[src/hdl/swdu_pkg.sv]
`timescale 1ns / 1ps
`default_nettype none

package swdu_pkg;

  // Stream framing and header checks
  localparam logic [7:0] SYX_START    = 8'hF0;
  localparam logic [7:0] SYX_END      = 8'hF7;
  localparam logic [7:0] CHAN_MAX     = 8'h0F;
  localparam logic [7:0] WAVE_BANK_LO = 8'h02;
  localparam logic [7:0] WAVE_BANK_HI = 8'h11;

  // Register reset values
  localparam logic [6:0] MFR_ID_RST  = 7'h41;
  localparam logic [6:0] MODEL_ID_RST = 7'h10;
  localparam logic [6:0] DSET_CMD_RST = 7'h12;

  localparam int unsigned CFG_W       = 7;
  localparam int unsigned CFG_IDX_W   = 2;
  localparam int unsigned ADDR_W      = 18;
  localparam int unsigned WORD_W      = 16;
  localparam int unsigned START_POS_W = 19;
  // Largest start position: bank 0x11, mid and low bytes 0xFF
  localparam int unsigned START_POS_MAX = 278655;
  localparam int unsigned Q_DEPTH     = 4;
  localparam int unsigned Q_PTR_W     = 2;

  typedef enum logic [CFG_IDX_W-1:0] {
    CFG_MFR_ID   = 2'd0,
    CFG_MODEL_ID = 2'd1,
    CFG_DSET_CMD = 2'd2
  } cfg_idx_e;

  typedef enum logic [2:0] {
    PH_MFR,
    PH_CHAN,
    PH_MODEL,
    PH_CMD,
    PH_ADDR_HI,
    PH_ADDR_MID,
    PH_ADDR_LO,
    PH_DATA
  } phase_e;

  typedef enum logic {
    OP_START,
    OP_PAIR
  } op_e;

  typedef struct packed {
    logic [CFG_W-1:0] mfr_id;
    logic [CFG_W-1:0] model_id;
    logic [CFG_W-1:0] dset_cmd;
  } cfg_t;

  // Command from the classifier: a start position or a packed sample word
  typedef struct packed {
    op_e                    op;
    logic [START_POS_W-1:0] data;
  } cmd_t;

  typedef struct packed {
    logic [7:0] in_byte;
  } in_t;

  typedef struct packed {
    logic [ADDR_W-1:0] write_address;
    logic [WORD_W-1:0] sample_word;
    logic              overflow;
  } result_t;

endpackage

`default_nettype wire

[src/hdl/swdu_if.sv]
`timescale 1ns / 1ps
`default_nettype none

interface swdu_in_if;
  import swdu_pkg::*;
  logic valid;
  logic ready;
  in_t  data;
  modport source (output valid, output data, input ready);
  modport sink (input valid, input data, output ready);
endinterface

interface swdu_out_if;
  import swdu_pkg::*;
  logic    valid;
  logic    ready;
  result_t data;
  modport source (output valid, output data, input ready);
  modport sink (input valid, input data, output ready);
endinterface

`default_nettype wire

[src/hdl/swdu_front.sv]
`timescale 1ns / 1ps
`default_nettype none

module swdu_front (
  input  wire logic          clk_i,
  input  wire logic          rst_ni,
  input  wire swdu_pkg::cfg_t cfg_i,
  input  wire logic          accept_i,
  input  wire logic [7:0]    byte_i,
  output logic               push_valid_o,
  output swdu_pkg::cmd_t     push_cmd_o
);
  import swdu_pkg::*;

  phase_e     phase_q, phase_d;
  logic       in_msg_q, in_msg_d;
  logic       is_dset_q, is_dset_d;
  logic       wave_q, wave_d;
  logic       pair_q, pair_d;
  logic [7:0] addr_hi_q, addr_hi_d;
  logic [7:0] addr_mid_q, addr_mid_d;
  logic [7:0] first_q, first_d;

  logic is_start, is_end, body;
  logic [3:0] bank;

  assign is_start = (byte_i == SYX_START);
  assign is_end   = (byte_i == SYX_END);
  assign body     = accept_i && in_msg_q && !is_start && !is_end;
  assign bank     = 4'(addr_hi_q - WAVE_BANK_LO);

  // Next phase
  always_comb begin
    phase_d = phase_q;
    if (accept_i && is_start) begin
      phase_d = PH_MFR;
    end else if (body) begin
      case (phase_q)
        PH_MFR:      phase_d = PH_CHAN;
        PH_CHAN:     phase_d = PH_MODEL;
        PH_MODEL:    phase_d = PH_CMD;
        PH_CMD:      phase_d = PH_ADDR_HI;
        PH_ADDR_HI:  phase_d = PH_ADDR_MID;
        PH_ADDR_MID: phase_d = PH_ADDR_LO;
        PH_ADDR_LO:  phase_d = PH_DATA;
        PH_DATA:     phase_d = PH_DATA;
        default:     phase_d = PH_MFR;
      endcase
    end
  end

  // Message state and commands to the queue
  always_comb begin
    in_msg_d        = in_msg_q;
    is_dset_d       = is_dset_q;
    wave_d          = wave_q;
    pair_d          = pair_q;
    addr_hi_d       = addr_hi_q;
    addr_mid_d      = addr_mid_q;
    first_d         = first_q;
    push_valid_o    = 1'b0;
    push_cmd_o.op   = OP_PAIR;
    push_cmd_o.data = {3'b000, first_q[6:0], byte_i[6:2], 4'b0000};
    if (accept_i && is_start) begin
      in_msg_d  = 1'b1;
      is_dset_d = 1'b0;
      wave_d    = 1'b0;
    end else if (accept_i && is_end) begin
      in_msg_d = 1'b0;
    end else if (body) begin
      case (phase_q)
        PH_MFR: begin
          if (byte_i != {1'b0, cfg_i.mfr_id}) in_msg_d = 1'b0;
        end
        PH_CHAN: begin
          if (byte_i > CHAN_MAX) in_msg_d = 1'b0;
        end
        PH_MODEL: begin
          if (byte_i != {1'b0, cfg_i.model_id}) in_msg_d = 1'b0;
        end
        PH_CMD: begin
          is_dset_d = (byte_i == {1'b0, cfg_i.dset_cmd});
          if (byte_i != {1'b0, cfg_i.dset_cmd}) in_msg_d = 1'b0;
        end
        PH_ADDR_HI:  addr_hi_d  = byte_i;
        PH_ADDR_MID: addr_mid_d = byte_i;
        PH_ADDR_LO: begin
          if (addr_hi_q inside {[WAVE_BANK_LO:WAVE_BANK_HI]}) begin
            wave_d          = 1'b1;
            pair_d          = 1'b0;
            push_valid_o    = 1'b1;
            push_cmd_o.op   = OP_START;
            push_cmd_o.data = {1'b0, bank, 14'd0} + {4'd0, addr_mid_q, 7'd0}
                              + {11'd0, byte_i};
          end else begin
            wave_d = 1'b0;
          end
        end
        PH_DATA: begin
          if (is_dset_q && wave_q) begin
            if (!pair_q) begin
              first_d = byte_i;
              pair_d  = 1'b1;
            end else begin
              pair_d       = 1'b0;
              push_valid_o = 1'b1;
            end
          end
        end
        default: in_msg_d = 1'b0;
      endcase
    end
  end

  always_ff @(posedge clk_i or negedge rst_ni) begin
    if (!rst_ni) begin
      phase_q   <= PH_MFR;
      in_msg_q  <= 1'b0;
      is_dset_q <= 1'b0;
      wave_q    <= 1'b0;
      pair_q    <= 1'b0;
    end else begin
      phase_q   <= phase_d;
      in_msg_q  <= in_msg_d;
      is_dset_q <= is_dset_d;
      wave_q    <= wave_d;
      pair_q    <= pair_d;
    end
  end

  always_ff @(posedge clk_i) begin
    addr_hi_q  <= addr_hi_d;
    addr_mid_q <= addr_mid_d;
    first_q    <= first_d;
  end

endmodule

`default_nettype wire

[src/hdl/swdu_queue.sv]
`timescale 1ns / 1ps
`default_nettype none

module swdu_queue (
  input  wire logic      clk_i,
  input  wire logic      rst_ni,
  input  wire logic      push_valid_i,
  input  wire swdu_pkg::cmd_t push_cmd_i,
  output logic           push_ready_o,
  output logic           pop_valid_o,
  output swdu_pkg::cmd_t pop_cmd_o,
  input  wire logic      pop_i
);
  import swdu_pkg::*;

  cmd_t               slot_q [Q_DEPTH];
  logic [Q_PTR_W-1:0] wr_ptr_q, wr_ptr_d;
  logic [Q_PTR_W-1:0] rd_ptr_q, rd_ptr_d;
  logic [Q_PTR_W:0]   count_q, count_d;
  logic               do_push, do_pop;

  assign push_ready_o = (count_q != (Q_PTR_W+1)'(Q_DEPTH));
  assign pop_valid_o  = (count_q != '0);
  assign pop_cmd_o    = slot_q[rd_ptr_q];
  assign do_push      = push_valid_i && push_ready_o;
  assign do_pop       = pop_i && pop_valid_o;

  always_comb begin
    wr_ptr_d = do_push ? wr_ptr_q + 1'b1 : wr_ptr_q;
    rd_ptr_d = do_pop ? rd_ptr_q + 1'b1 : rd_ptr_q;
    count_d  = count_q;
    if (do_push && !do_pop) count_d = count_q + 1'b1;
    if (do_pop && !do_push) count_d = count_q - 1'b1;
  end

  always_ff @(posedge clk_i or negedge rst_ni) begin
    if (!rst_ni) begin
      wr_ptr_q <= '0;
      rd_ptr_q <= '0;
      count_q  <= '0;
    end else begin
      wr_ptr_q <= wr_ptr_d;
      rd_ptr_q <= rd_ptr_d;
      count_q  <= count_d;
    end
  end

  always_ff @(posedge clk_i) begin
    if (do_push) slot_q[wr_ptr_q] <= push_cmd_i;
  end

endmodule

`default_nettype wire

[src/hdl/swdu_back.sv]
`timescale 1ns / 1ps
`default_nettype none

module swdu_back #(
  parameter int unsigned MEMORY_BYTES = 262144
) (
  input  wire logic        clk_i,
  input  wire logic        rst_ni,
  input  wire logic        cmd_valid_i,
  input  wire swdu_pkg::cmd_t cmd_i,
  output logic             cmd_pop_o,
  output logic             res_valid_o,
  output swdu_pkg::result_t res_o,
  input  wire logic        res_ready_i
);
  import swdu_pkg::*;

  localparam int unsigned PosSpan =
    ((MEMORY_BYTES > START_POS_MAX) ? MEMORY_BYTES : START_POS_MAX) + 2;
  localparam int unsigned PosW = $clog2(PosSpan + 1);
  localparam logic [PosW:0] Limit = (PosW+1)'(MEMORY_BYTES);

  logic [PosW-1:0] pos_q, pos_d;
  logic [PosW:0]   pos_end;
  logic            halted_q, halted_d;
  logic            valid_q, valid_d;
  result_t         res_q, res_d;
  logic            slot_free, load;

  assign slot_free = !valid_q || res_ready_i;
  // Drop everything once halted; start commands need no output slot
  assign cmd_pop_o = cmd_valid_i && (halted_q || cmd_i.op == OP_START || slot_free);
  assign load      = cmd_pop_o && !halted_q && cmd_i.op == OP_PAIR;
  assign pos_end   = {1'b0, pos_q} + (PosW+1)'(2);

  always_comb begin
    pos_d    = pos_q;
    halted_d = halted_q;
    res_d    = res_q;
    valid_d  = valid_q && !res_ready_i;
    if (cmd_pop_o && !halted_q) begin
      case (cmd_i.op)
        OP_START: pos_d = PosW'(cmd_i.data);
        OP_PAIR: begin
          valid_d = 1'b1;
          if (pos_end > Limit) begin
            halted_d = 1'b1;
            res_d    = '{write_address: '0, sample_word: '0, overflow: 1'b1};
          end else begin
            res_d = '{write_address: pos_q[ADDR_W-1:0],
                      sample_word:   cmd_i.data[WORD_W-1:0],
                      overflow:      1'b0};
            pos_d = pos_end[PosW-1:0];
          end
        end
        default: pos_d = pos_q;
      endcase
    end
  end

  assign res_valid_o = valid_q;
  assign res_o       = res_q;

  always_ff @(posedge clk_i or negedge rst_ni) begin
    if (!rst_ni) begin
      halted_q <= 1'b0;
      valid_q  <= 1'b0;
    end else begin
      halted_q <= halted_d;
      valid_q  <= valid_d;
    end
  end

  always_ff @(posedge clk_i) begin
    pos_q <= pos_d;
    if (load) res_q <= res_d;
  end

endmodule

`default_nettype wire

[src/hdl/sysex_wave_data_unpacker.sv]
// Data path: a byte that completes a sample pair is written into the command queue; the
//   back end pops that command and loads its word into the output register.
// Throughput: one byte per cycle while the queue has room; the four-entry command queue and
//   the output register let the byte side run on while a result waits to be taken.
// Reset: rst_ni clears the message tracker, queue, halt flag and output valid at once and
//   reloads the header registers with 0x41, 0x10 and 0x12. Only reset leaves the halt.
`timescale 1ns / 1ps
`default_nettype none

module sysex_wave_data_unpacker #(
  parameter int unsigned MEMORY_BYTES = 262144
) (
  input  wire logic                         clk_i,
  input  wire logic                         rst_ni,
  input  wire logic                         cfg_we_i,
  input  wire logic [swdu_pkg::CFG_IDX_W-1:0] cfg_index_i,
  input  wire logic [swdu_pkg::CFG_W-1:0]   cfg_data_i,
  swdu_in_if.sink                           byte_i,
  swdu_out_if.source                        result_o
);
  import swdu_pkg::*;

  cfg_t cfg_q, cfg_d;
  logic accept;
  logic push_valid, push_ready;
  cmd_t push_cmd;
  logic head_valid, head_pop;
  cmd_t head_cmd;

  // Header match registers; an index past the list is ignored
  always_comb begin
    cfg_d = cfg_q;
    if (cfg_we_i) begin
      case (cfg_index_i)
        CFG_MFR_ID:   cfg_d.mfr_id   = cfg_data_i;
        CFG_MODEL_ID: cfg_d.model_id = cfg_data_i;
        CFG_DSET_CMD: cfg_d.dset_cmd = cfg_data_i;
        default:      cfg_d = cfg_q;
      endcase
    end
  end

  always_ff @(posedge clk_i or negedge rst_ni) begin
    if (!rst_ni) begin
      cfg_q <= '{mfr_id: MFR_ID_RST, model_id: MODEL_ID_RST, dset_cmd: DSET_CMD_RST};
    end else begin
      cfg_q <= cfg_d;
    end
  end

  // Take a byte whenever the command queue has room
  assign byte_i.ready = push_ready;
  assign accept       = byte_i.valid && push_ready;

  // Front: track framing and header, emit start and pair commands
  swdu_front u_front (
    .clk_i        (clk_i),
    .rst_ni       (rst_ni),
    .cfg_i        (cfg_q),
    .accept_i     (accept),
    .byte_i       (byte_i.data.in_byte),
    .push_valid_o (push_valid),
    .push_cmd_o   (push_cmd)
  );

  swdu_queue u_queue (
    .clk_i        (clk_i),
    .rst_ni       (rst_ni),
    .push_valid_i (push_valid),
    .push_cmd_i   (push_cmd),
    .push_ready_o (push_ready),
    .pop_valid_o  (head_valid),
    .pop_cmd_o    (head_cmd),
    .pop_i        (head_pop)
  );

  // Back: hold the write position, check for overflow, drive the result register
  swdu_back #(
    .MEMORY_BYTES (MEMORY_BYTES)
  ) u_back (
    .clk_i       (clk_i),
    .rst_ni      (rst_ni),
    .cmd_valid_i (head_valid),
    .cmd_i       (head_cmd),
    .cmd_pop_o   (head_pop),
    .res_valid_o (result_o.valid),
    .res_o       (result_o.data),
    .res_ready_i (result_o.ready)
  );

endmodule

`default_nettype wire

[src/flat_wrapper.sv]
// flat-port wrapper written by rule: the top's interface ports become plain ports
module sysex_wave_data_unpacker_flat import swdu_pkg::*;
#(
  parameter int unsigned MEMORY_BYTES = 262144
)
  (clk_i, rst_ni, cfg_we_i, cfg_index_i, cfg_data_i, byte_i_valid, byte_i_data, byte_i_ready, result_o_valid, result_o_data, result_o_ready);
  swdu_in_if byte_i_i ();
  swdu_out_if result_o_i ();
  input  wire logic clk_i;
  input  wire logic rst_ni;
  input  wire logic cfg_we_i;
  input  wire logic [swdu_pkg::CFG_IDX_W-1:0] cfg_index_i;
  input  wire logic [swdu_pkg::CFG_W-1:0] cfg_data_i;
  input wire logic [$bits(byte_i_i.valid)-1:0] byte_i_valid;
  input wire logic [$bits(byte_i_i.data)-1:0] byte_i_data;
  output wire logic [$bits(byte_i_i.ready)-1:0] byte_i_ready;
  output wire logic [$bits(result_o_i.valid)-1:0] result_o_valid;
  output wire logic [$bits(result_o_i.data)-1:0] result_o_data;
  input wire logic [$bits(result_o_i.ready)-1:0] result_o_ready;
  assign byte_i_i.valid = byte_i_valid;
  assign byte_i_i.data = byte_i_data;
  assign byte_i_ready = byte_i_i.ready;
  assign result_o_valid = result_o_i.valid;
  assign result_o_data = result_o_i.data;
  assign result_o_i.ready = result_o_ready;
  sysex_wave_data_unpacker #(.MEMORY_BYTES(MEMORY_BYTES)) u_core (.clk_i(clk_i), .rst_ni(rst_ni), .cfg_we_i(cfg_we_i), .cfg_index_i(cfg_index_i), .cfg_data_i(cfg_data_i), .byte_i(byte_i_i), .result_o(result_o_i));
endmodule
[config.mk]
export PLATFORM = sky130hd
export DESIGN_NAME = sysex_wave_data_unpacker_flat
export DESIGN_NICKNAME = d
export VERILOG_FILES = /design/src/hdl/swdu_pkg.sv /design/src/hdl/swdu_if.sv /design/src/hdl/swdu_front.sv /design/src/hdl/swdu_queue.sv /design/src/hdl/swdu_back.sv /design/src/hdl/sysex_wave_data_unpacker.sv /design/src/flat_wrapper.sv
export SDC_FILE = /design/constraint.sdc
export NUM_CORES = 1
export LEC_CHECK = 0
export BUFFER_PORTS_ARGS = -buffer_cell sky130_fd_sc_hd__buf_4
export CORE_MARGIN = 4
export CORE_UTILIZATION = 45
export DETAILED_ROUTE_END_ITERATION = 10
export PLACE_DENSITY_LB_ADDON = 0.2
export SLEW_MARGIN = 15
export SYNTH_ARGS = -nofsm -noshare
export SYNTH_HDL_FRONTEND = slang
export SYNTH_SLANG_ARGS = --single-unit
[constraint.sdc]
create_clock -name clk_i -period 10.03 [get_ports clk_i]
set_input_delay 2.006 -clock clk_i [delete_from_list [all_inputs] [get_ports clk_i]]
set_output_delay 2.006 -clock clk_i [all_outputs]
set_load 0.005 [all_outputs]
# Yosys cells after proc, flatten, opt, wreduce, memory -nomap -nowiden
# Memories as Yosys holds them, arrays and structs flattened.
# Index checks and enable logic that the tools add are counted.
# Widths: inputs -> output; s select.
[totals]
register_bits = 114
mem_bits_rw = 80
mem_bits_ro = 24
input_bits = 22
output_inout_bits = 37
wordCells = 154
n_memories = 2
[op_classes]
n_addsub = 8
order_cmp = 4
eq_ne = 24
mux = 43
bitwise = 4
n_reduce_logical = 49
[mem_list]
columns = ["name", "depth", "width", "rd", "rd_ports_with_merged_regs", "write_ports", "line_no", "text"]
rows = [
  ["u_core.u_queue.slot_q", 4, 20, 1, 0, 1, "swdu_queue.sv:16", "cmd_t slot_q [Q_DEPTH];"],
  ["(name not given)", 8, 3, 1, 0, 0, "swdu_front.sv:38", "case (phase_q)"],
]
[ops]
columns = ["op", "n"]
rows = [
  ["$mux 20", 5],
  ["$pmux 19 s2", 1],
  ["$mux 1", 29],
  ["$ne 8x7->1", 3],
  ["$add 19x2->20 const B", 1],
  ["$gt 20x19->1 const B", 1],
  ["$add 18x15->19", 1],
  ["$add 19x8->19", 1],
  ["$mux 19", 1],
  ["$reduce_and 6->1", 3],
  ["$eq 8x8->1 const B", 2],
  ["$logic_and 1x1->1", 16],
  ["$ne 4x4->1 const B", 4],
  ["$eq 3x3->1 const B", 4],
  ["$mux 3", 4],
  ["$reduce_and 3->1", 4],
  ["$reduce_bool 2->1", 5],
  ["$eq 8x7->1", 1],
  ["$ge 8x2->1 const B", 1],
  ["$gt 8x4->1 const B", 1],
  ["$le 8x5->1 const B", 1],
  ["$ne 2x2->1 const B", 4],
  ["$reduce_and 2->1", 4],
  ["$reduce_and 4->1", 2],
  ["18 further kinds", 33],
]

# Longest topological paths before layout
# Gate-level depths: netlist of the first run.
[depth]
word_depth = 12
ltp_mapped = 12
mapped_depth_nobuf = 12

# Modules after synthesis
# Synthesis of the first run repeated with hierarchy kept, for this count alone.
[unflattened]
cells_unflattened = 601
hier_area_um2 = 8954.8
[by_module_without_submodules]
columns = ["mod", "n_inst", "cells_per_inst", "area_per_inst_um2", "seq_area_each_um2"]
rows = [
  ["swdu_queue", 1, 142, 3306.9, 2577.5],
  ["swdu_back", 1, 233, 2846.5, 1671.6],
  ["swdu_front", 1, 180, 1985.7, 865.8],
  ["sysex_wave_data_unpacker", 1, 46, 815.8, 531.8],
]

# Worst setup path after synthesis of the first run
# OpenSTA, ideal clock, no wires.
[synth_timing]
path_type = "input -> register"
start = "input port result_o_ready"
end = "register u_core.u_back.res_q, in the netlist u_core.u_back.res_o[0] (enable)"
setup_ns = 0.427
arrival_ns = 4.140
t_required_ns = 9.603
setup_slack_ns = 5.463
cell_stages = 5
n_path_buf = 0
cell_sequence = "nand2b_1 nor2_1 a21oi_1 nand2b_1 nor2_1"
[synth_between]
elab_chain_cells = 6
[synth_lines]
columns = ["item", "line_no", "text"]
rows = [
  ["start, declared", "flat_wrapper.sv:19", "input wire logic [$bits(result_o_i.ready)-1:0] result_o_ready;"],
  ["$logic_or 1x1->1 *", "swdu_back.sv:30", "assign slot_free = !valid_q || res_ready_i;"],
  ["$logic_or 1x1->1 *", "swdu_back.sv:32", "assign cmd_pop_o = cmd_valid_i && (halted_q || cmd_i.op == OP_START || slot_free);"],
  ["$logic_and 1x1->1 *", "swdu_back.sv:32", ""],
  ["$logic_and 1x1->1 *", "swdu_back.sv:33, swdu_back.sv:41", ""],
  ["$logic_and 1x1->1", "swdu_back.sv:33", "assign load = cmd_pop_o && !halted_q && cmd_i.op == OP_PAIR;"],
  ["$reduce_and 3->1 (no line) *", "n/a", ""],
  ["end signal, assigned", "swdu_back.sv:76", "if (load) res_q <= res_d;"],
  ["end, declared", "swdu_back.sv:27", "result_t res_q, res_d;"],
]
# Every way passes the cells marked *; elsewhere a longest branch is shown, timed or not.
# A chain may end at the register's enable or synchronous reset.

# Final worst setup path of the first run
[layout_timing]
start = "input port byte_i_data[2]"
end = "memory u_core.u_queue.slot_q[2][8] in the netlist's numbering (enable)"
[layout_between]
elab_chain_cells = 10
word_cells_on_any_way = 14
cone_classes = "eq/ne (2); mux (5); reduce/logical (7)"
[layout_lines]
columns = ["item", "line_no", "text"]
rows = [
  ["start, declared", "flat_wrapper.sv:15", "input wire logic [$bits(byte_i_i.data)-1:0] byte_i_data;"],
  ["$eq 8x8->1", "swdu_front.sv:27", "assign is_start = (byte_i == SYX_START);"],
  ["$logic_not 1->1", "swdu_front.sv:29", "assign body = accept_i && in_msg_q && !is_start && !is_end;"],
  ["$logic_and 1x1->1 (2 in series)", "swdu_front.sv:29", ""],
  ["$mux 1", "swdu_front.sv:70", "end else if (body) begin"],
  ["$mux 1", "swdu_front.sv:68", "end else if (accept_i && is_end) begin"],
  ["$mux 1 *", "swdu_front.sv:64", "if (accept_i && is_start) begin"],
  ["$logic_and 1x1->1 *", "swdu_queue.sv:25", "assign do_push = push_valid_i && push_ready_o;"],
  ["$mux 1 *", "swdu_queue.sv:49", "if (do_push) slot_q[wr_ptr_q] <= push_cmd_i;"],
  ["$mux 1 (implied by the code) *", "swdu_queue.sv:49", ""],
  ["end, declared", "swdu_queue.sv:16", ""],
]
# Marked as above.

==> qor.tcl, run 1 <==
set qor(outcome) {finished, final reports clean}
set qor(resized_gates_after_cts) 0
set qor(dieArea_mm2) 0.02200
set qor(cts_buf_count) 17
set qor(power.share.switching_pct) 30.19
set qor(viasPerCell) 5.373
set qor(pwr-share-seq_pct) 48.2
set qor(design.core.area_mm2) 0.01940
set qor(crit_path_end_kind) {register}
set qor(cellPowerDensity_mw_per_mm2) 216.5
set qor(io-pin-count) 59
set qor(hold-worst-slack_ns) 0.4907
set qor(synth-edff-count) 157
set qor(drt_first_iter_violations) 254
set qor(cellInternalPower_mw) 1.528
set qor(floorplan.die.height_um) 148.3
set qor(clk_root_buffer_cell) {clkbuf_16}
set qor(max_cap_viol_count) 0
set qor(antenna_found_initial) 0
set qor(leading_cell_type_by_number_of_instances_after_synthesis) {edfxtp_1}
set qor(max_slew_violation_count) 0
set qor(syn_avg_cell_area_um2) 14.46
set qor(clockPowerShare_pct) 30.5
set qor(synth-async-reset-ratio_pct) 19.07
set qor(crit_type) {input pin to register}
set qor(ys.flop_type) {edfxtp_1}
set qor(numClockSinks) 194
set qor(final_layout_size_suffix_gt1_share_pct) 25.26
set qor(r2r_setup_slack_ns) 6.30
set qor(final.period_utilization_pct) 40.38
set qor(postRouteAntennaNets) 0
set qor(cts-root-to-sink-buffers) 2
set qor(mappedNetlistArea_mm2) 0.008861
set qor(cts.repair_timing.setup_buffer_count) 0
set qor(min_period_ns) 4.050
set qor(vias) 5061
set qor(ctsHtreeMaxLevel) 4
set qor(critical_path.reg2reg.startpoint) {u_core.u_queue.rd_ptr_q[1]$_DFFE_PN0P_}
set qor(post_cts_hold_buffer_count) 0
set qor(critPathMaxFanout) 20
set qor(worst_ir_drop_vdd_uv) 132.8
set qor(grt_pass1_wl_um) 28730
set qor(comb_power_share_pct) 21.4
set qor(worst-endpoint-required_ns) 10.08
set qor(fin_tns_setup_ns) 0
set qor(wl_per_cell_um) 18.90
set qor(route.final.wire_length_um) 17810
set qor(antenna_cells_inserted) 0
set qor(grt.overflow.total) 0
set qor(unrepaired_setup_endpoints_after_global_routing) {no}
set qor(switchingPower_uw) 661.0
set qor(worst-endpoint-arrival_ns) 4.10
set qor(grtUsageTotal_pct) 16.97
set qor(synth_cell_types) 61
set qor(synth_common_cells) {edfxtp_1 (157), nor2_1 (41), dfrtp_1 (32), xor2_1 (30), mux2_2 (29)}
set qor(netlist_top_cells_area) {edfxtp_1 (53%), dfrtp_1 (9.0%), mux4_2 (4.8%)}
set qor(place_hpwl_um) 12600
set qor(report.power.total_mw) 2.189
set qor(clock_tree_from_tritoncts) {built}
set qor(critPathCapture) {u_core.u_queue.slot_q[2][8]$_DFFE_PP_}
set qor(skew_ns) 0.009002
set qor(std_cell_rows) 51
set qor(timing.critical_path.from_type) {input pin}
set qor(finish.net_count) 702
set qor(clk_latency_ns) 0.44
set qor(yosysTopAreaCell) {edfxtp_1}
set qor(yosys_warnings) 0
set qor(routabilityCongestion) 0.8954
set qor(port_buffers) 58
set qor(synthesis.instances) 613
set qor(power.static_leakage_nw) 3.525
set qor(number_of_filler_instances_in_the_final_layout) 1659
set qor(detail_route.first_pass.iterations) 4
set qor(hold_violations) 0
set qor(final_setup_violation_count) 0
set qor(worstRegToRegCells) 6
set qor(syn-num-nets) 651
set qor(worstHoldPathType) {register to register}
set qor(slew-limit-headroom_pct) 27.37
set qor(drcViolationCount) 0
set qor(synth_top_area_share_pct) 53.21
set qor(crit-reg2reg-capture) {u_core.u_back.res_o[15]$_SDFFCE_PP0P_}
set qor(start_util_pct) 45.68
set qor(timing_worst_slew_pin_value_ns) 1.087
set qor(floorplan.die.width_um) 148.3
set qor(vias_in_the_first_global_route) 5260
set qor(syn_to_final_growth_pct) 14.11
set qor(fmaxAchievable_mhz) 246.9
set qor(final_util_pct) 52.12
set qor(synth_sequential_area_ratio_pct) 63.72
set qor(synth_seq_cells) 194
set qor(grt_max_degree) 38
set qor(cts.clk_slew.worst_paths_ns) 0.07
set qor(critical_path.startpoint) {byte_i_data[2]}
[flip-flops by register name, summed over array words and instances (netlist names)]
name and count:
u_core.u_front.addr_hi_q 8, u_core.u_back.pos_q 19, u_core.cfg_q 21, u_core.u_front.first_q 7, u_core.u_queue.wr_ptr_q 2, u_core.u_back.res_valid_o 1, u_core.u_front.addr_mid_q 8, u_core.u_back.res_o 35
u_core.u_front.pair_q 1, u_core.u_queue.slot_q 80, u_core.u_front.wave_q 1, u_core.u_front.is_dset_q 1, u_core.u_front.phase_q 3, u_core.u_back.halted_q 1, u_core.u_queue.rd_ptr_q 2, u_core.u_front.in_msg_q 1
u_core.u_queue.count_q 3
[layer usage]
| layer | routed length, µm | GRT usage (%) | vias to the layer above |
|---|---|---|---|
| met4 | 513 | 7.021 | 0 |
| li1 | - | - | 2410 |
| met3 | 505 | 2.956 | 35 |
| met1 | 7514 | 21.63 | 2507 |
| met5 | 0 | 0 | - |
| met2 | 9273 | 28.89 | 109 |
[cells in the final DEF, fill, tap and decap left out, types with 13 or more instances in the layout]
cell,count
nand2_1,22
edfxtp_1,157
a21boi_1,22
o21ai_0,13
xnor2_1,23
nor2_1,40
xor2_1,30
inv_1,18
buf_4,64
nand3_1,13
dfrtp_1,32
mux2_2,29
clkbuf_16,18
a21oi_1,24
ha_1,15
mux4_2,19
[how the worst min path moves through the flow]
| stage | startpoint | end | slack, ns | cells after the start |
|---|---|---|---|---|
| after floorplan | u_core.u_back.halted_q$_DFFE_PN0P_ | u_core.u_back.halted_q$_DFFE_PN0P_ | 0.45 | 1 |
| after global placement | u_core.u_back.halted_q$_DFFE_PN0P_ | u_core.u_back.halted_q$_DFFE_PN0P_ | 0.47 | 1 |
| after detailed placement | u_core.u_back.halted_q$_DFFE_PN0P_ | u_core.u_back.halted_q$_DFFE_PN0P_ | 0.48 | 1 |
| after CTS | u_core.u_back.halted_q$_DFFE_PN0P_ | u_core.u_back.halted_q$_DFFE_PN0P_ | 0.50 | 1 |
| after global routing | u_core.u_back.halted_q$_DFFE_PN0P_ | u_core.u_back.halted_q$_DFFE_PN0P_ | 0.51 | 1 |
| final | u_core.u_back.halted_q$_DFFE_PN0P_ | u_core.u_back.halted_q$_DFFE_PN0P_ | 0.49 | 1 |
[cell families after synthesis]
logic type	share of synthesized area (%)
simple gates	9.546
xor+xnor	5.239
flops	63.72
compound gates	7.286
buf+inv	2.655
mux	9.206
fa+ha+maj	2.344
[worst max-delay path: stages]
cell and delay (ns):
buf_4 0.17, and3_1 0.20, nor2_1 0.16, o311ai_1 0.10, buf_4 0.19, nor2_1 0.37
and2_1 0.90
[power by group through the flow]
stage / combinational (mW) / clock, mW / sequential [mW]
2_1_floorplan: 0.371 / 0 / 1.02
3_3_place_gp: 0.459 / 0 / 1.07
3_5_place_dp: 0.472 / 0 / 1.07
4_1_cts: 0.475 / 0.678 / 1.05
5_1_grt: 0.525 / 0.715 / 1.06
6_report: 0.468 / 0.667 / 1.05
[metrics by stage]
stage,std cells,setup slack [ns],cell area (µm²)
after floorplan,613,5.463,8861
after global placement,910,5.587,9524
after detailed placement,910,5.474,9524
after CTS,942,5.937,10110
after global routing,942,5.769,10110
final,942,5.980,10110
[area by class of cell]
cell class | instances | area, µm² | area share, %
clock buffer | 18 | 450.4 | 4.455
clock inverter | 14 | 136.4 | 1.349
inverter | 18 | 67.56 | 0.6682
multi-input combinational | 369 | 2998 | 29.65
sequential | 194 | 5647 | 55.85
tap | 265 | 331.6 | 3.279
timing repair buffer | 64 | 480.5 | 4.752
No activity file was read; power rests on OpenSTA's default activity.
==> inputs of run 2 (changes only) <==
Settings changed: ABC_AREA set to 1.
Clock period 10.03 ns to 3.75 ns, I/O delays scaled along.
==> run 2 against run 1 <==
Effect of this change: register-to-register slack lost 5.3 ns; synthesized cell count rose by 46%; clock power rose to 2.6 times the previous value; wire length is 8.3% higher; cell count rose by 31%; via count grew 23%; die area up 1.7%; utilization grew 0.49 points; critical endpoint is now u_core.u_back.pos_q[11]$_DFFE_PP_.
==> qor.tcl, run 2 <==
set qor(drcViolationCount) 0 ;# unchanged
set qor(final_cell_mix) {nand2_1 (217), edfxtp_1 (157), inv_1 (100)}
set qor(route.final.wire_length_um) 19280 ;# +8.3%
set qor(top_signal_layer_used) {met4}
set qor(clk_root_buffer_cell) {clkbuf_16}
set qor(synth_cell_types) 34 ;# -44%
set qor(power.static_leakage_nw) 4.155 ;# +18%
set qor(grtUsageTotal_pct) 18.06 ;# +1.1 points
set qor(slew-limit-headroom_pct) 48.00 ;# +21 points
set qor(max_slew_violation_count) 0 ;# unchanged
set qor(design.core.area_mm2) 0.01959 ;# +0.99%
set qor(r2r_setup_slack_ns) 1.03 ;# -5.27 ns
set qor(fmaxAchievable_mhz) 368.0
set qor(wl_met3_um) 862 ;# +71%
set qor(io-pin-count) 59 ;# unchanged
set qor(drt_first_iter_violations) 425 ;# +67%
set qor(grt.overflow.total) 0 ;# unchanged
set qor(port_buffers) 58 ;# unchanged
set qor(grt_pass1_wl_um) 31160 ;# +8.5%
set qor(sequential_cell_area_mm2) 0.005647 ;# unchanged
set qor(timing.critical_path.from_type) {register}
set qor(outcome) {finished, final reports clean}
set qor(cts.repair_timing.setup_buffer_count) 0 ;# unchanged
set qor(cts_buf_count) 17 ;# unchanged
set qor(crit_path_end_kind) {register}
set qor(worstRegToRegCells) 13 ;# +7
set qor(netlist_top_cells_area) {edfxtp_1 (52%), nand2_1 (9.0%), dfrtp_1 (8.9%)}
set qor(syn_to_final_growth_pct) 14.23
set qor(leading_cell_type_by_number_of_instances_after_synthesis) {nand2_1}
set qor(detailed_place.area_mm2) 0.009742 ;# +2.3%
set qor(std_cell_rows) 51 ;# unchanged
set qor(synth_seq_cells) 194 ;# unchanged
set qor(worst-endpoint-required_ns) 3.81 ;# -6.27 ns
set qor(fin_tns_setup_ns) 0 ;# unchanged
set qor(worstHoldPathType) {input pin to async pin}
set qor(critPathMaxFanout) 18 ;# -10%
set qor(ys.flop_type) {edfxtp_1}
set qor(synth_sequential_area_ratio_pct) 62.58 ;# -1.1 points
set qor(syn_avg_cell_area_um2) 10.09 ;# -30%
set qor(clock_tree_from_tritoncts) {built}
set qor(post_cts_hold_buffer_count) 0 ;# unchanged
set qor(numClockSinks) 194 ;# unchanged
set qor(yosysTopAreaCell) {edfxtp_1}
set qor(met2WireLength_um) 9581 ;# +3.3%
set qor(floorplan.die.width_um) 149.6 ;# +0.86%
set qor(resized_gates_after_cts) 0 ;# unchanged
set qor(mappedNetlistArea_mm2) 0.009022 ;# +1.8%
set qor(crit-reg2reg-capture) {u_core.u_back.pos_q[11]$_DFFE_PP_}
set qor(floorplan.die.height_um) 149.6 ;# +0.86%
set qor(wl_per_cell_um) 15.65 ;# -17%
set qor(antenna_cells_inserted) 0 ;# unchanged
set qor(yosys_warnings) 0 ;# unchanged
set qor(stdcell_area_mm2) 0.01031 ;# +1.9%
set qor(postRouteAntennaNets) 0 ;# unchanged
set qor(antenna_found_initial) 0 ;# unchanged
set qor(hold_violations) 0 ;# unchanged
set qor(finish.net_count) 993 ;# +41%
set qor(final.period_utilization_pct) 72.47
set qor(cts-root-to-sink-buffers) 2 ;# unchanged
set qor(final_layout_size_suffix_gt1_share_pct) 13.86 ;# -11 points
set qor(cts.clk_slew.worst_paths_ns) 0.07 ;# about the same
set qor(number_of_flip_flops_under_the_largest_register_name) 80 ;# unchanged
set qor(skew_ns) 0.005506 ;# -0.003497 ns
set qor(critical_path.reg2reg.startpoint) {u_core.u_back.pos_q[1]$_DFFE_PP_}
set qor(dieArea_mm2) 0.02238 ;# +1.7%
set qor(max_cap_viol_count) 0 ;# unchanged
set qor(number_of_filler_instances_in_the_final_layout) 1747 ;# +5.3%
set qor(crit_type) {register to register}
set qor(viasPerCell) 5.062 ;# -5.8%
set qor(worst-endpoint-arrival_ns) 2.78 ;# -1.32 ns
set qor(unrepaired_setup_endpoints_after_global_routing) {no}
set qor(top_register) {u_core.u_queue.slot_q}
set qor(detail_route.first_pass.iterations) 5 ;# +1
set qor(synth-edff-count) 157 ;# unchanged
set qor(wirelength_met1_um) 8503 ;# +13%
set qor(ctsHtreeMaxLevel) 4 ;# unchanged
set qor(final_setup_violation_count) 0 ;# unchanged
set qor(min_period_ns) 2.718
set qor(synth-async-reset-ratio_pct) 19.07 ;# unchanged
set qor(synthesis.instances) 894 ;# +46%
set qor(synth_top_area_share_pct) 52.25 ;# -0.95 points
set qor(grt_max_degree) 38 ;# unchanged
set qor(cellPowerDensity_mw_per_mm2) 533.7 ;# +150%
set qor(vias_in_the_first_global_route) 5926 ;# +13%
set qor(clk_latency_ns) 0.43 ;# about the same
set qor(syn-num-nets) 932 ;# +43%
set qor(multi_input_area_mm2) 0.002874 ;# -4.1%
set qor(start_util_pct) 46.06 ;# +0.38 points
set qor(worst_ir_drop_vdd_uv) 342.7 ;# +160%
set qor(layout.cells.most_common) {nand2_1}
set qor(vias) 6236 ;# +23%
set qor(synth_common_cells) {nand2_1 (217), edfxtp_1 (157), inv_1 (100), nor2_1 (95), o21ai_0 (72)}
set qor(timing_worst_slew_pin_value_ns) 0.7781 ;# -0.3090 ns
set qor(routabilityCongestion) 0.9958 ;# +11%
set qor(place_hpwl_um) 13880 ;# +10%
run 2: worst max-delay path by stage:
stage | to | cells past startpoint | start
3_5_place_dp | u_core.u_queue.slot_q[0][12]$_DFFE_PP_ | 9 | byte_i_data[1]
6_report | u_core.u_back.pos_q[11]$_DFFE_PP_ | 13 | u_core.u_back.pos_q[1]$_DFFE_PP_
3_3_place_gp | u_core.u_queue.slot_q[0][12]$_DFFE_PP_ | 9 | byte_i_data[1]
5_1_grt | u_core.u_back.pos_q[11]$_DFFE_PP_ | 13 | u_core.u_back.pos_q[1]$_DFFE_PP_
4_1_cts | u_core.u_back.pos_q[12]$_DFFE_PP_ | 13 | u_core.u_back.pos_q[1]$_DFFE_PP_
2_1_floorplan | u_core.u_queue.slot_q[0][0]$_DFFE_PP_ | 8 | byte_i_data[6]
run 2: kinds of logic after synthesis:
| group | share of synthesized area [%] |
|---|---|
| buffers and inverters | 5.561 |
| DFF | 62.58 |
| xor gates and xnor gates | 2.136 |
| adders and majority gates | 2.302 |
| AOI/OAI and AO/OA | 8.002 |
| and+or+nand+nor | 19.41 |
run 2: report_power, final:
part / switching [mW] / internal (mW) / leakage, nW
combinational: 0.788 / 0.410 / 2.01
sequential: 0.0854 / 2.48 / 1.87
clock: 0.767 / 0.974 / 0.278
total: 1.64 / 3.86 / 4.16
run 2: layer usage:
metal,GRT usage [%],up-vias
li1,-,3129
met1,23.74,2932
met2,30.43,150
met3,3.210,25
met4,6.133,0
met5,0,-
run 2: worst max-delay path, cell delays in order, from the launching register on:
cell and delay [ns]:
edfxtp_1 0.41, ha_1 0.25, nand3_1 0.13, nor2_1 0.19, nand2_1 0.10, nand2_1 0.10
nand2_1 0.06, nor2_1 0.11, nand2_1 0.06, nor2_1 0.11, nand2_1 0.08, nand2_2 0.09
nand3_1 0.07, nand2_1 0.58
run 2: layout make-up:
type,instances,area share [%]
Timing Repair Buffer,68,4.953
Multi-Input combinational cell,573,27.89
Tap cell,265,3.217
Clock inverter,14,1.348
Sequential cell,194,54.79
Inverter,101,3.679
Clock buffer,17,4.128
run 2: stage by stage:
step	utilization [%]	worst slack, ns	power, mW	hold WS, ns	instances
2_1_floorplan	-	0.8682	3.438	0.4465	894
3_3_place_gp	49.73	0.8138	3.791	0.4659	1201
3_5_place_dp	49.73	0.7168	3.813	0.4648	1201
4_1_cts	52.61	1.025	5.558	0.2758	1232
5_1_grt	52.61	0.7066	5.835	0.2963	1232
6_report	52.61	1.032	5.500	0.2803	1232
